<file path="src/design/kct_pkg.sv">
// Types, constants and command structs shared by the keyed count table modules.
package kct_pkg;

  localparam int SLOT_COUNT = 64;
  localparam int SLOT_IDX_W = (SLOT_COUNT > 1) ? $clog2(SLOT_COUNT) : 1;
  localparam int KEY_W      = 16;
  localparam int COUNT_W    = 16;

  localparam logic [1:0] OP_ADD    = 2'd0;
  localparam logic [1:0] OP_REMOVE = 2'd1;
  localparam logic [1:0] OP_QUERY  = 2'd2;

  localparam logic [COUNT_W-1:0] COUNT_MAX = {COUNT_W{1'b1}};

  typedef logic [SLOT_IDX_W-1:0] slot_idx_t;

  typedef struct packed {
    logic [1:0]         operation;
    logic [KEY_W-1:0]   item_key;
    logic [COUNT_W-1:0] amount;
  } kct_in_t;

  typedef struct packed {
    logic [COUNT_W-1:0] current_count;
    logic               present;
    logic               table_full;
    logic               count_saturated;
  } kct_out_t;

  typedef struct packed {
    logic load_item;
    logic lookup;
    logic update;
  } kct_cmd_t;

  typedef struct packed {
    logic out_free;
  } kct_status_t;

endpackage

</file>
<file path="src/design/kct_ctrl.sv">
// Controller state machine of the keyed count table: accept, look up, update.
module kct_ctrl (
  input  logic                clk,
  input  logic                rst_n,
  input  logic                in_valid,
  output logic                in_ready,
  input  kct_pkg::kct_status_t status,
  output kct_pkg::kct_cmd_t    cmd
);
  import kct_pkg::*;

  localparam logic [1:0] ST_IDLE = 2'd0;
  localparam logic [1:0] ST_LOOK = 2'd1;
  localparam logic [1:0] ST_UPD  = 2'd2;

  logic [1:0] state_r;
  logic [1:0] state_nxt;

  always_comb begin
    state_nxt = state_r;
    in_ready  = 1'b0;
    cmd       = '0;
    unique case (state_r)
      ST_IDLE: begin
        in_ready = 1'b1;
        if (in_valid) begin
          cmd.load_item = 1'b1;
          state_nxt     = ST_LOOK;
        end
      end
      ST_LOOK: begin
        cmd.lookup = 1'b1;
        state_nxt  = ST_UPD;
      end
      ST_UPD: begin
        if (status.out_free) begin
          cmd.update = 1'b1;
          in_ready   = 1'b1;
          if (in_valid) begin
            cmd.load_item = 1'b1;
            state_nxt     = ST_LOOK;
          end else begin
            state_nxt = ST_IDLE;
          end
        end
      end
      default: begin
        state_nxt = ST_IDLE;
      end
    endcase
  end

  always_ff @(posedge clk) begin
    if (!rst_n) begin
      state_r <= ST_IDLE;
    end else begin
      state_r <= state_nxt;
    end
  end

endmodule

</file>
<file path="src/design/kct_dpath.sv">
// Datapath of the keyed count table: slot keys, count memory and result register.
module kct_dpath (
  input  logic                 clk,
  input  logic                 rst_n,
  input  kct_pkg::kct_cmd_t    cmd,
  output kct_pkg::kct_status_t status,
  input  kct_pkg::kct_in_t     in_data,
  output logic                 out_valid,
  input  logic                 out_ready,
  output kct_pkg::kct_out_t    out_data
);
  import kct_pkg::*;

  kct_in_t            item_r;
  logic [SLOT_COUNT-1:0] used_r;
  logic [SLOT_COUNT-1:0] used_nxt;
  logic [KEY_W-1:0]   keys_r [SLOT_COUNT];
  logic [COUNT_W-1:0] counts_mem [SLOT_COUNT];

  logic [SLOT_COUNT-1:0] match;
  logic               hit;
  slot_idx_t          hit_idx;
  logic               free_any;
  slot_idx_t          free_idx;

  logic               hit_r;
  slot_idx_t          hit_idx_r;
  logic               free_r;
  slot_idx_t          free_idx_r;
  logic [COUNT_W-1:0] rd_data_r;

  logic               wr_en;
  slot_idx_t          wr_addr;
  logic [COUNT_W-1:0] wr_data;
  logic               key_wr;
  kct_out_t           res;
  logic [COUNT_W:0]   sum;

  kct_out_t           out_r;
  logic               out_valid_r;

  // Keys are unique among used slots, so the match vector is one-hot and
  // the index is an OR of the matching positions.
  always_comb begin
    hit      = 1'b0;
    hit_idx  = '0;
    free_any = 1'b0;
    free_idx = '0;
    for (int i = 0; i < SLOT_COUNT; i++) begin
      match[i] = used_r[i] && (keys_r[i] == item_r.item_key);
      hit      = hit | match[i];
      hit_idx  = hit_idx | (match[i] ? slot_idx_t'(i) : '0);
    end
    for (int i = SLOT_COUNT - 1; i >= 0; i--) begin
      if (!used_r[i]) begin
        free_any = 1'b1;
        free_idx = slot_idx_t'(i);
      end
    end
  end

  always_ff @(posedge clk) begin
    if (cmd.load_item) begin
      item_r <= in_data;
    end
    if (cmd.lookup) begin
      hit_r      <= hit;
      hit_idx_r  <= hit_idx;
      free_r     <= free_any;
      free_idx_r <= free_idx;
      rd_data_r  <= counts_mem[hit_idx];
    end
  end

  always_comb begin
    res      = '0;
    wr_en    = 1'b0;
    wr_addr  = hit_idx_r;
    wr_data  = '0;
    key_wr   = 1'b0;
    used_nxt = used_r;
    sum      = {1'b0, rd_data_r} + {1'b0, item_r.amount};
    if (item_r.item_key != '0) begin
      case (item_r.operation)
        OP_ADD: begin
          if (hit_r) begin
            wr_en = 1'b1;
            if (sum[COUNT_W]) begin
              wr_data             = COUNT_MAX;
              res.count_saturated = 1'b1;
            end else begin
              wr_data = sum[COUNT_W-1:0];
            end
            res.current_count = wr_data;
          end else if (free_r) begin
            wr_en                = 1'b1;
            wr_addr              = free_idx_r;
            wr_data              = item_r.amount;
            key_wr               = 1'b1;
            used_nxt[free_idx_r] = 1'b1;
            res.current_count    = item_r.amount;
          end else begin
            res.table_full = 1'b1;
          end
        end
        OP_REMOVE: begin
          if (hit_r) begin
            wr_en = 1'b1;
            if (rd_data_r <= item_r.amount) begin
              used_nxt[hit_idx_r] = 1'b0;
            end else begin
              wr_data = rd_data_r - item_r.amount;
            end
            res.current_count = wr_data;
          end
        end
        default: begin
          if (hit_r) begin
            res.current_count = rd_data_r;
          end
        end
      endcase
    end
    res.present = (res.current_count != '0);
  end

  always_ff @(posedge clk) begin
    if (cmd.update && wr_en) begin
      counts_mem[wr_addr] <= wr_data;
    end
    if (cmd.update && key_wr) begin
      keys_r[free_idx_r] <= item_r.item_key;
    end
    if (cmd.update) begin
      out_r <= res;
    end
  end

  always_ff @(posedge clk) begin
    if (!rst_n) begin
      used_r      <= '0;
      out_valid_r <= 1'b0;
    end else begin
      if (cmd.update) begin
        used_r      <= used_nxt;
        out_valid_r <= 1'b1;
      end else if (out_ready) begin
        out_valid_r <= 1'b0;
      end
    end
  end

  assign status.out_free = !out_valid_r || out_ready;
  assign out_valid       = out_valid_r;
  assign out_data        = out_r;

endmodule

</file>
<file path="src/design/keyed_count_table_core.sv">
// A result beat passes the item register, the look-up registers and the result
// register. The next beat is accepted in the single-slot update of the previous
// one, after its key look-up (compare across all slots and count memory read).
// Reset: rst_n, synchronous and active low, frees every slot at once through
// per-slot used flags; there is no clearing pass and no beat is held off.
module keyed_count_table_core (
  input  logic              clk,
  input  logic              rst_n,
  input  logic              in_valid,
  output logic              in_ready,
  input  kct_pkg::kct_in_t  in_data,
  output logic              out_valid,
  input  logic              out_ready,
  output kct_pkg::kct_out_t out_data
);
  import kct_pkg::*;

  // The controller sequences each beat through three steps: the item is
  // captured on acceptance, the look-up cycle compares the key against every
  // used slot and reads the count memory at the matching slot, and the
  // update cycle writes the new count and key and loads the result register.
  kct_cmd_t    cmd;
  kct_status_t status;

  kct_ctrl u_ctrl (
    .clk      (clk),
    .rst_n    (rst_n),
    .in_valid (in_valid),
    .in_ready (in_ready),
    .status   (status),
    .cmd      (cmd)
  );

  // The datapath holds the slot keys in flip-flops so that all of them are
  // compared in parallel; counts live in a memory with a registered read.
  // The result register lets the next beat be accepted while the previous
  // result still waits for the consumer; the update stalls only when that
  // register is occupied and not being drained.
  kct_dpath u_dpath (
    .clk       (clk),
    .rst_n     (rst_n),
    .cmd       (cmd),
    .status    (status),
    .in_data   (in_data),
    .out_valid (out_valid),
    .out_ready (out_ready),
    .out_data  (out_data)
  );

endmodule

</file>
<file path="config.mk">
export PLATFORM = sky130hd
export DESIGN_NAME = keyed_count_table_core
export DESIGN_NICKNAME = d
export VERILOG_FILES = /design/src/design/kct_pkg.sv /design/src/design/kct_ctrl.sv /design/src/design/kct_dpath.sv /design/src/design/keyed_count_table_core.sv
export SDC_FILE = /design/constraint.sdc
export NUM_CORES = 2
export LEC_CHECK = 0
export BUFFER_PORTS_ARGS = -buffer_cell sky130_fd_sc_hd__clkbuf_2
export CELL_PAD_IN_SITES_DETAIL_PLACEMENT = 0
export CELL_PAD_IN_SITES_GLOBAL_PLACEMENT = 2
export CORE_ASPECT_RATIO = 1.4
export CORE_MARGIN = 2
export CORE_UTILIZATION = 40
export DETAILED_ROUTE_END_ITERATION = 8
export PLACE_DENSITY = 0.73
export SYNTH_ARGS = -nofsm -noshare
export SYNTH_HDL_FRONTEND = slang
export SYNTH_SLANG_ARGS = --single-unit
</file>
<file path="constraint.sdc">
create_clock -name clk -period 8.95 [get_ports clk]
set_input_delay 0.4475 -clock clk [delete_from_list [all_inputs] [get_ports clk]]
set_output_delay 0.4475 -clock clk [all_outputs]
set_load 0.01 [all_outputs]
</file>
---- After elaboration in Yosys (flattened, before gate mapping) ----
Memory sizes are Yosys's and may differ from the RTL's. A register that Yosys moved wholly into a read port is not among the register bits.
Cells that the tools add are included.
cells by class
  $add $sub $neg .......................... 2
  magnitude comparators ................... 5
  equal/unequal tests ..................... 73
  multiplexer cells ....................... 177
  bitwise operators ....................... 130
  reductions and logical operators ........ 86
operators with widths
  operator                                                    count
  equality test 16 bit                                        64
  two-way mux 6 bit                                           68
  OR 6 bit                                                    62
  two-way mux 64 bit                                          4
  two-way mux 5 bit                                           32
  two-way mux 16 bit                                          8
  one-hot mux 64 bit (2 select lines)                         1
  logical AND 1 bit                                           68
  AND 64 bit                                                  1
  two-way mux 4 bit                                           16
  NOT 64 bit                                                  1
  OR 64 bit                                                   1
  one-hot mux 16 bit (2 select lines)                         2
  OR 1 bit                                                    63
  AND reduction 63 bit                                        1
  AND reduction 32 bit                                        1
  nonzero test 16 bit                                         2
  two-way mux 1 bit                                           26
  two-way mux 3 bit                                           8
  adder 16 x 16 -> 17 bit                                     1
  less-or-equal comparator 16 bit                             1
  AND reduction 16 bit                                        1
  subtractor 16 bit                                           1
  less-than comparator 6 x 7 -> 1 bit, second input constant  2
  other kinds (20)                                            38
storage, ports and cells
  flip-flop bits (word level) ............. 134
  memory bits (writable) .................. 2048
  input port bits ......................... 38
  output and inout bits ................... 21
  logic and storage cells ................. 494
  memories ................................ 2
memory list
  memory              depth  width  rd ports  clocked after Yosys merged registers in  write ports  RTL line         source
  u_dpath.counts_mem  64     16     1         1                                        1            kct_dpath.sv:18  logic [COUNT_W-1:0] counts_mem [SLOT_COUNT];
  u_dpath.keys_r      64     16     64        0                                        1            kct_dpath.sv:17  logic [KEY_W-1:0] keys_r [SLOT_COUNT];

---- Logic depth before layout (Yosys ltp) ----
An unclocked memory read counts as a cell.
  word-level depth ........................ 66
  depth in mapped cells ................... 20
  mapped depth without buffers ............ 16

---- Hierarchy ----
Synthesis repeated with hierarchy kept, for this count alone.
second synthesis, totals
  cells, all modules ...................... 6679
  area, all modules ....................... 96254.8 µm²
by module, submodules not included
  module     instances  cells an instance  area each (µm²)  seq. area each (µm²)
  kct_dpath  1          6668               96142.2          65292.6
  kct_ctrl   1          11                 112.6            40.0

---- Worst setup path before layout ----
Ideal clock, no wire load.
  path kind ............................... reg-to-reg
  start point ............................. reg u_dpath.item_r[30] (netlist name)
  end point ............................... mem u_dpath.counts_mem[0][7], data pin
  setup time .............................. 0.718 ns
  data arrival time ....................... 5.496 ns
  data required time ...................... 8.232 ns
  setup slack ............................. 2.736 ns
  cell stages (with the launch flop) ...... 10
  path buffers ............................ 4
  period minus slack after synthesis ...... 6.214 ns
  cells stage by stage .................... edfxtp_1 -> buf_6 -> buf_6 -> buf_6 -> buf_6 -> nor4_2 -> a41o_1 -> nor3_1 -> a221oi_1 -> o21ai_0
on the way
  longest elaborated chain between the ends .. 2
RTL lines
  item                    RTL line         source
  start, declared         kct_dpath.sv:14  kct_in_t item_r;
  start signal, assigned  kct_dpath.sv:64  item_r <= in_data;
  nonzero test 16 bit     kct_dpath.sv:83  if (item_r.item_key != '0) begin
  two-way mux 16 bit      kct_dpath.sv:83
  via u_dpath.wr_data[7]  kct_dpath.sv:34  logic [COUNT_W-1:0] wr_data;
  end, declared           kct_dpath.sv:18
The timed path passes the listed nets, and every way through them passes these cells.

---- Final worst setup path ----
  start point ............................. reg u_dpath.item_r[20] (netlist name)
  end point ............................... reg u_dpath.rd_data_r[6], read port of u_dpath.counts_mem, data pin
on the way
  longest elaborated chain between the ends .. 65
  elaborated cells on any way between the ends .. 251
  classes of those cells .................. eq/ne: 63; mux: 63; bitwise: 62; reduce/logical: 63
RTL lines
  item                                                           RTL line         source
  equality test 16 bit                                           kct_dpath.sv:50  match[i] = used_r[i] && (keys_r[i] == item_r.item_key);
  logical AND 1 bit                                              kct_dpath.sv:50
  two-way mux 1 bit / two-way mux 2 bit (equally long branches)  kct_dpath.sv:52  hit_idx = hit_idx | (match[i] ? slot_idx_t'(i) : '0);
  OR 6 bit (61 in a row)                                         kct_dpath.sv:52
  OR 6 bit (*)                                                   kct_dpath.sv:52
  end, declared                                                  kct_dpath.sv:30  logic [COUNT_W-1:0] rd_data_r;
Mark *: on every way between the ends. The rest lies on a longest branch, timed or not.
A chain may end at the register's enable or synchronous reset.

==> reports/metrics.cfg <==
[placement]
pre_cts_ws_ns = 1.95
dpl.hpwl_um = 157000
io_buffers = 58
gp_congestion = 0.891

[synth]
yosysMostFrequentCell = edfxtp_1
syn-num-nets = 5982
yosysTopAreaCell = edfxtp_1
synthTopCellsByCount = 2131 x edfxtp_1, 656 x xor2_1, 431 x mux2i_1
ys_seq_elements = 2198
synthTopCellsByArea = edfxtp_1 69%, xor2_1 6.2%, mux2i_1 4.6%
synth_top_area_share_pct = 68.6
ys.flop_type = edfxtp_1
synth.cell_area_mm2 = 0.0932
synth_warnings = 0
postSynthAreaPerCell_um2 = 15.8
seq_area_frac_synth_pct = 70.1
async_flop_share_pct = 0
syn_inst = 5910
synth-edff-count = 2131
synth_cell_types = 89

[power_and_ir_drop]
power.total_mw = 21.1
powerDensity_mw_per_mm2 = 201
total_leakage_power_nw = 37.0
irDropWorstVdd_mv = 0.173

[die]
rows = 209
die-area_mm2 = 0.237
die_h_um = 575
die_x_um = 412
start_util_pct = 40.2
io_pins = 59
core_mm2 = 0.232

[clock_tree]
cts_tree = done
cts_buffers = 218
clock_latency_ns = 0.91
cts_setup_buffers = 0
htree_levels = 4
clock_tree.buffer_depth = 4
cts.clk_slew.worst_paths_ns = 0.06
cts_root_buffer = clkbuf_16
cts_num_sinks = 2198

[timing]
worst_pin_slew_ns = 1.42
fin_crit_ns = 7.00
setup_ws_ns = 1.95
rsz0062_at_grt = false
holdWs_ns = 0.297
period_share_pct = 78.3
tns_ns = 0
setup_viol = 0
slew_violations = 0
max_slew_margin_pct = 4.34
skew_ns = 0.0650
finalHoldViolations = 0
fmax_mhz = 143

[worst_setup_path]
critPathTopFamily = simple AND/OR/NAND/NOR gates
criticalPathCategory = reg2reg
arrival_ns = 7.73
max_stage_delay_ns = 1.18
crit_cells = 15
critPathSlowestCell = nor4_1
worst-path-max-fanout = 65
reg2reg_depth = 15
worstSetupEndpointType = flop
cp_num_buf_inv = 3
crit_chain = buf_12 > buf_4 > xor2_1 > nor4_1 > nand4_1 > o22ai_1 > nor4_1 > nand4_1 > nor3_4 > inv_2 > nor3b_4 > nand2_1 > a2bb2oi_1 > o2111a_1 > o2111ai_1
startpoint_type = flop
required_ns = 9.68

[min_path]
worstHoldPathCells = 4
hold_path.class = in2reg

[global_routing]
globalRouteOverflowTotal = 0
grt_max_degree = 107
grt_pass1_wl_um = 361000
grt_usage_pct = 20.8
antenna_found_initial = 10
first_global_vias = 50900

[status]
outcome = completed

[finish]
layout.nets = 6286
drive_above_1_share_pct = 13.6
area_delta_synth_final_pct = 12.6
final_util_pct = 45.3

[route]
first_pass_iters = 5
wire_per_inst_um = 26.4
dr_total_vias = 50300
drt_first_iter_violations = 3685
ant_nets = 0
drc_errors = 0
routed_via_density = 5.32
drt-total-wl_um = 249000

[flow_run]
cap_violations = 0

[kinds of logic (layout without fill, tap and decap cells)]
group                      count (synthesis)  after routing  synth area share, %
DFF                                     2198           2198                 70.1
and+or+nand+nor                         1082           1082                 5.83
xor gates and xnor gates                1030           1030                 9.67
muxes                                    632            632                 7.05
AOI/OAI and AO/OA                        607            607                 4.47
buffers and inverters                    327            807                 2.43
adders and majority gates                 34             34                0.472
other                                      0              8                    0
[registers in the layout, summed over array words and instances, names as in the netlist]
register,cells
u_dpath.used_r,64
u_ctrl.state_r,2
u_dpath.hit_r,1
u_dpath.free_idx_r,6
u_dpath.hit_idx_r,6
u_dpath.counts_mem,1024
u_dpath.rd_data_r,16
u_dpath.out_valid,1
u_dpath.keys_r,1024
u_dpath.out_data,19
u_dpath.item_r,34
u_dpath.free_r,1
[report_power, final]
group          internal, mW  switching, mW  total (mW)
Sequential             11.3         0.0305        11.4
Combinational         0.247          0.591       0.838
Clock                  5.01           3.85        8.86
[area by class of cell]
type	count	area, um2
clock buffer	290	5890
tap	3059	3830
fill	20500	127000
multi-input combinational	3385	25800
sequential	2198	65300
timing repair buffer	354	2980
antenna	8	20.0
clock inverter	106	893
inverter	57	214
[path summary, 6_finish.rpt]
kind / start / endpoint / slack (ns)
setup / recovery: u_dpath.item_r[20] / u_dpath.rd_data_r[6] / 1.95
hold reg to reg: u_dpath.out_valid / u_dpath.out_valid / 0.54
hold / removal: rst_n / u_ctrl.state_r[1] / 0.30
setup reg to reg: u_dpath.item_r[20] / u_dpath.rd_data_r[6] / 1.95
[stage by stage]
stage	cell area (um2)	cells
6_report	105000	9457
3_5_place_dp	97800	9017
2_1_floorplan	93200	5910
5_1_grt	105000	9453
3_3_place_gp	97800	9016
4_1_cts	105000	9449
[repair_timing]
item                                   CTS  global route
hold buffers                            36             0
gates resized for setup                  0             0
endpoints found under the hold margin   36             0
[placed cells by master (no fill, tap or decap), drive strengths merged, types with 98 or more instances in the layout]
cell type and instances:
nand4 144, o21a 119, a21oi 98, mux2 201, edfxtp 2131, xnor2 374
xor2 656, nand2 256, clkbuf 347, buf 261, nor4 170, nor2 263
o21ai 133, mux2i 431
[metal layers]
metal | up-vias | routed length [um] | track usage [%]
met4 | 2 | 10300 | 8.10
met2 | 1126 | 129000 | 37.1
met3 | 409 | 9660 | 2.39
met1 | 25900 | 100000 | 25.6
met5 | - | 10 | 0
li1 | 22900 | - | -
[tightest hold or removal path, delay by kind of cell]
kind / cells / cell delay (ns)
buffers and inverters: 2 / 0.43
and+or+nand+nor: 2 / 0.19
(Power assumes the default switching activity.)
